--- src/design/japc_pkg.sv ---
package japc_pkg;

  // Field and register widths.
  localparam int JSEL_W  = 2;
  localparam int ANG_W   = 16;
  localparam int GAIN_W  = 16;
  localparam int RATE_W  = 15;
  localparam int FRAC_W  = 9;
  localparam int SUM_W   = 32;
  localparam int DIFF_W  = ANG_W + 1;
  localparam int ACC_W   = 50;
  localparam int CFG_W   = 16;
  localparam int CIDX_W  = 2;
  localparam int LIM_W   = 16;

  // Default joint count.
  localparam int JOINTS_DEF = 4;

  // Register reset values.
  localparam logic [GAIN_W-1:0] KP_RST       = 16'd1408;
  localparam logic [GAIN_W-1:0] KI_RST       = 16'd0;
  localparam logic [GAIN_W-1:0] KD_RST       = 16'd192;
  localparam logic [RATE_W-1:0] MAX_RATE_RST = 15'd9865;

  // Configuration register indexes.
  typedef enum logic [CIDX_W-1:0] {
    REG_KP       = 2'd0,
    REG_KI       = 2'd1,
    REG_KD       = 2'd2,
    REG_MAX_RATE = 2'd3
  } cfg_reg_t;

  // Result of the read-modify-write stage, handed to the multiply stage.
  typedef struct packed {
    logic                      valid;
    logic [JSEL_W-1:0]         joint;
    logic signed [ANG_W-1:0]   err;
    logic signed [DIFF_W-1:0]  diff;
    logic signed [SUM_W-1:0]   sum;
    logic [FRAC_W-1:0]         frac;
  } rmw_res_t;

endpackage

--- src/design/japc_rmw.sv ---
module japc_rmw #(
  parameter int JOINTS = japc_pkg::JOINTS_DEF
) (
  input  logic                                clk,
  input  logic                                rst_n,
  input  logic                                in_valid,
  output logic                                in_ready,
  input  logic [japc_pkg::JSEL_W-1:0]         in_joint,
  input  logic signed [japc_pkg::ANG_W-1:0]   in_target,
  input  logic signed [japc_pkg::ANG_W-1:0]   in_measured,
  input  logic [japc_pkg::FRAC_W-1:0]         in_frac,
  input  logic                                next_load,
  output japc_pkg::rmw_res_t                  res
);
  import japc_pkg::*;

  localparam int JIW   = (JOINTS > 1) ? $clog2(JOINTS) : 1;
  localparam int WORD_W = SUM_W + ANG_W;

  // Per-joint state memory: {error_sum, previous_error}.
  logic [WORD_W-1:0] mem [JOINTS];
  logic [JOINTS-1:0] vld_r;

  logic                     v1_r;
  logic [JSEL_W-1:0]        joint_r;
  logic [JIW-1:0]           idx_r;
  logic signed [ANG_W-1:0]  target_r;
  logic signed [ANG_W-1:0]  measured_r;
  logic [FRAC_W-1:0]        frac_r;
  logic [WORD_W-1:0]        rd_q_r;
  logic                     rd_vld_r;
  logic                     fwd_hit_r;
  logic [WORD_W-1:0]        fwd_q_r;

  logic [JIW-1:0]           in_idx;
  logic                     load;
  logic                     wr_en;
  logic [WORD_W-1:0]        old_word;
  logic signed [ANG_W-1:0]  prev_err;
  logic signed [SUM_W-1:0]  old_sum;
  logic signed [DIFF_W-1:0] raw_err;
  logic signed [ANG_W-1:0]  err;
  logic signed [DIFF_W-1:0] diff;
  logic signed [SUM_W:0]    raw_sum;
  logic signed [SUM_W-1:0]  sum;

  // Joints beyond the count wrap onto the stored entries.
  always_comb begin
    in_idx = '0;
    for (int v = 0; v < (1 << JSEL_W); v++) begin
      if (in_joint == JSEL_W'(v)) begin
        in_idx = JIW'(v % JOINTS);
      end
    end
  end

  assign load     = !v1_r || next_load;
  assign in_ready = load;
  assign wr_en    = v1_r && next_load;

  // Read port, write-back and valid bits for the state memory.
  always_ff @(posedge clk) begin
    if (load) begin
      rd_q_r <= mem[in_idx];
    end
    if (wr_en) begin
      mem[idx_r] <= {sum, err};
    end
  end

  always_ff @(posedge clk) begin
    if (!rst_n) begin
      vld_r <= '0;
    end else if (wr_en) begin
      vld_r[idx_r] <= 1'b1;
    end
  end

  // Stage register; forwards a write-back to the same joint issued at the read edge.
  always_ff @(posedge clk) begin
    if (!rst_n) begin
      v1_r <= 1'b0;
    end else if (load) begin
      v1_r <= in_valid;
    end
    if (load) begin
      joint_r    <= in_joint;
      idx_r      <= in_idx;
      target_r   <= in_target;
      measured_r <= in_measured;
      frac_r     <= in_frac;
      rd_vld_r   <= vld_r[in_idx];
      fwd_hit_r  <= wr_en && (idx_r == in_idx);
      fwd_q_r    <= {sum, err};
    end
  end

  // Entries never written read as zero.
  always_comb begin
    if (fwd_hit_r) begin
      old_word = fwd_q_r;
    end else if (rd_vld_r) begin
      old_word = rd_q_r;
    end else begin
      old_word = '0;
    end
  end

  assign prev_err = old_word[ANG_W-1:0];
  assign old_sum  = old_word[WORD_W-1:ANG_W];

  // Saturated error, exact difference and saturated sum.
  always_comb begin
    raw_err = DIFF_W'(target_r) - DIFF_W'(measured_r);
    if (raw_err[DIFF_W-1] != raw_err[DIFF_W-2]) begin
      err = raw_err[DIFF_W-1] ? {1'b1, {(ANG_W-1){1'b0}}} : {1'b0, {(ANG_W-1){1'b1}}};
    end else begin
      err = raw_err[ANG_W-1:0];
    end
    diff    = DIFF_W'(err) - DIFF_W'(prev_err);
    raw_sum = (SUM_W+1)'(old_sum) + (SUM_W+1)'(err);
    if (raw_sum[SUM_W] != raw_sum[SUM_W-1]) begin
      sum = raw_sum[SUM_W] ? {1'b1, {(SUM_W-1){1'b0}}} : {1'b0, {(SUM_W-1){1'b1}}};
    end else begin
      sum = raw_sum[SUM_W-1:0];
    end
  end

  assign res.valid = v1_r;
  assign res.joint = joint_r;
  assign res.err   = err;
  assign res.diff  = diff;
  assign res.sum   = sum;
  assign res.frac  = frac_r;

endmodule

--- config.mk ---
export PLATFORM = sky130hd
export DESIGN_NAME = japc_rmw
export DESIGN_NICKNAME = d
export VERILOG_FILES = /design/src/design/japc_pkg.sv /design/src/design/japc_rmw.sv
export SDC_FILE = /design/constraint.sdc
export NUM_CORES = 1
export LEC_CHECK = 0
export ABC_AREA = 0
export BUFFER_PORTS_ARGS = -buffer_cell sky130_fd_sc_hd__buf_2
export CORE_ASPECT_RATIO = 1.1
export CORE_MARGIN = 10
export CORE_UTILIZATION = 45
export CTS_CLUSTER_SIZE = 40
export DETAILED_ROUTE_END_ITERATION = 7
export GPL_TIMING_DRIVEN = 0
export PLACE_DENSITY = 0.75
export SYNTH_ARGS = -nofsm -noshare
export SYNTH_HDL_FRONTEND = slang
export SYNTH_SLANG_ARGS = --single-unit
--- constraint.sdc ---
create_clock -name clk -period 8.3 [get_ports clk]
set_input_delay 0 -clock clk [delete_from_list [all_inputs] [get_ports clk]]
set_output_delay 0 -clock clk [all_outputs]
set_load 0.005 [all_outputs]
==> results.tsv <==
metric	value	unit
status	completed	
die_w	197.3	um
cts_tree	yes	
drive_gt1_frac	0.2327	
hold_viol	0	
synth_xor_area_frac	0.02983	
synth_seq_area_share	0.6528	
numCtsBuffers	37	
nets	1330	
async_reset_ff_frac	0	
end_kind	primary output	
hp-class	in -> reg	
coreArea	34200	um^2
root_buffer	clkbuf_16	
max_freq	0.1296	GHz
layout_common_cells	edfxtp_1 (335), buf_2 (125), ha_1 (66)	
grt_pass1_vias	9605	
synth.distinct_cells	71	
vias_per_cell	5.551	
layout_commonest_cell	edfxtp_1	
synth-seq-cells	340	
fin_crit	7.719	ns
tightest_slew	1.336	ns
rr_worst_depth	24	
ys.warnings.count	0	
drtIter0Drc	539	
slew_viol_final	0	
synth_compound_area_frac	0.1169	
grt_pass1_wl	54230	um
peakVddDrop	0.1993	mV
synth_top_family_by_area	compound AO/OA/AOI/OAI gates	
cts_htree_levels	2	
place.gp.congestion	0.8668	
synthFlopType	edfxtp_1	
post-route-drc-count	0	
worst_ep_arrival_time	7.72	ns
worstSetupPathType	reg -> out	
syn-cell-area	15560	um^2
grt_overflow	0	
grt_start_max_net_pins	72	
required	8.30	ns
finish.instance_area	18670	um^2
synth.area.mux_share	0.07396	
rsz0062_at_grt	false	
area_growth	19.95	%
fin_ws	0.5813	ns
finalSetupViolations	0	
syn_area_per_cell	15.83	um^2
dp_slack	0.6256	ns
post_cts_buffers	0	
antenna_found_initial	0	
syn_inst	983	
fin_util	0.5458	
drt_first_pass_iters	5	
dieArea	42430	um^2
fin_worst_skew	0.01769	ns
cts_sinks	340	
fin_hold_ws	0.1718	ns
clk_pin_slew	0.06	ns
start_util	0.4551	
drt_wl_total	34500	um
clk_path_buf_depth	3	
diodes	0	
gr-usage-all-layers	0.1625	
num_rows	71	
routedWlPerCell	20.54	um
maxCapViolations	0	
clock_latency	0.55	ns
synth_edf_count	335	
cp-start-kind	register	
synthSimpleGateAreaFrac	0.05177	
fp.dieH	215.1	um
relSlewSlack	0.09995	
tns	0	ns
p_leak	7.061	nW
holdPathStages	2	
placed_area	17010	um^2
drt.antenna.violating_nets	0	
ios	125	
place_hpwl	23910	um
synth_fp_nets	1099	
synthAdderAreaFrac	0.05692	
power_density	320.3	nW/um^2
num_vias	9326	
finalCritPeriodShare	0.9300	
numPortBuffers	124	
cp_max_fo	10	
kinds of logic (layout without fill, tap and decap cells):
| kind of cell | after synthesis | in the layout |
|---|---|---|
| xor gates and xnor gates | 53 | 53 |
| and+or+nand+nor | 154 | 154 |
| buffers and inverters | 64 | 323 |
| DFF | 340 | 340 |
| adders and majority gates | 69 | 69 |
| AOI/OAI and AO/OA | 251 | 251 |
| muxes | 52 | 52 |
registers in the layout, indices dropped and copies added, names as in the netlist:
register    cells
rd_vld_r        1
joint_r         2
frac_r          9
rd_q_r         48
mem           192
vld_r           4
target_r       16
measured_r     16
fwd_hit_r       1
v1_r            1
idx_r           2
fwd_q_r        48
timing repair:
action | CTS | global route
hold endpoints to repair | 49 | 0
hold buffers | 47 | 0
endpoints found under the setup margin | 0 | 31
gates resized for setup | 0 | 6
cell usage after synthesis, types with 5 or more instances:
master      n  area share
edfxtp_1  335        0.65
ha_1       66       0.053
mux4_2     49       0.071
a21oi_1    44       0.014
nand2_1    37      0.0089
a21o_1     36       0.017
o21ai_0    35       0.011
a22o_1     34       0.019
nor2_1     32      0.0077
xnor2_1    31       0.017
inv_1      30      0.0072
xor2_1     22       0.012
clkbuf_1   20      0.0048
o21a_1     17      0.0082
nor2b_1    15      0.0060
a22oi_1    14      0.0068
nand3_1    14      0.0045
o31ai_1    11      0.0053
nand2b_1   10      0.0040
nor3_1     10      0.0032
buf_1       7      0.0017
o211ai_1    7      0.0034
a211oi_1    6      0.0029
o21bai_1    6      0.0029
or3_1       6      0.0024
dfxtp_1     5      0.0064
path summary, 6_finish.rpt:
path / from / end / slack [ns]
hold reg to reg: vld_r[1] / vld_r[1] / 0.49
hold / removal: in_frac[3] / frac_r[3] / 0.17
setup / recovery: target_r[2] / res[39] / 0.58
setup reg to reg: target_r[2] / mem[0][46] / 1.04
power breakdown:
part	leakage (nW)	switching [mW]	internal, mW
sequential	3.27	0.0544	2.35
clock	0.569	0.661	0.939
combinational	3.22	1.19	0.789
total	7.06	1.90	4.07
worst max-delay path: stages, from the launching register on:
cell and delay (ns):
edfxtp_1 0.37, ha_1 0.35, o21ai_0 0.19, a21oi_1 0.10
o21a_1 0.20, a21bo_2 0.24, a211oi_1 0.51, o31ai_1 0.25
mux2i_1 0.26, o2111ai_1 0.15, ha_1 0.45, nor2b_1 0.21
o21ai_2 0.18, clkbuf_2 0.33, o21ai_1 0.25, ha_1 0.34
fa_1 0.45, a211oi_2 0.29, o211ai_2 0.18, a31o_1 0.29
o31ai_1 0.50, o31ai_1 0.21, a221oi_1 0.34, xnor2_1 0.16
a21o_1 0.23, buf_2 0.15
area by class of cell:
| type | instances | area, um^2 |
|---|---|---|
| Timing Repair Buffer | 192 | 1340 |
| Multi-Input combinational cell | 579 | 5159 |
| Clock inverter | 16 | 193.9 |
| Buffer | 34 | 166.4 |
| Sequential cell | 340 | 10160 |
| Fill cell | 2661 | 15530 |
| Tap cell | 438 | 548.0 |
| Inverter | 30 | 112.6 |
| Clock buffer | 51 | 988.4 |
stage by stage:
step / instances / total power [mW]
floorplan: 983 / 3.647
global placement: 1545 / 4.337
detailed placement: 1566 / 4.405
CTS: 1680 / 6.042
global route: 1680 / 6.328
finish: 1680 / 5.979
per-layer routing:
metal  share of wire  routed length [um]  global-route usage  up-vias
li1                -                   -                   -     4391
met2            0.50               17090              0.2681      234
met5               0                   0                   0        -
met4           0.027                 939             0.06234        0
met3           0.052                1794             0.02954       55
met1            0.43               14680              0.2088     4646
(Power assumes the default switching activity.)
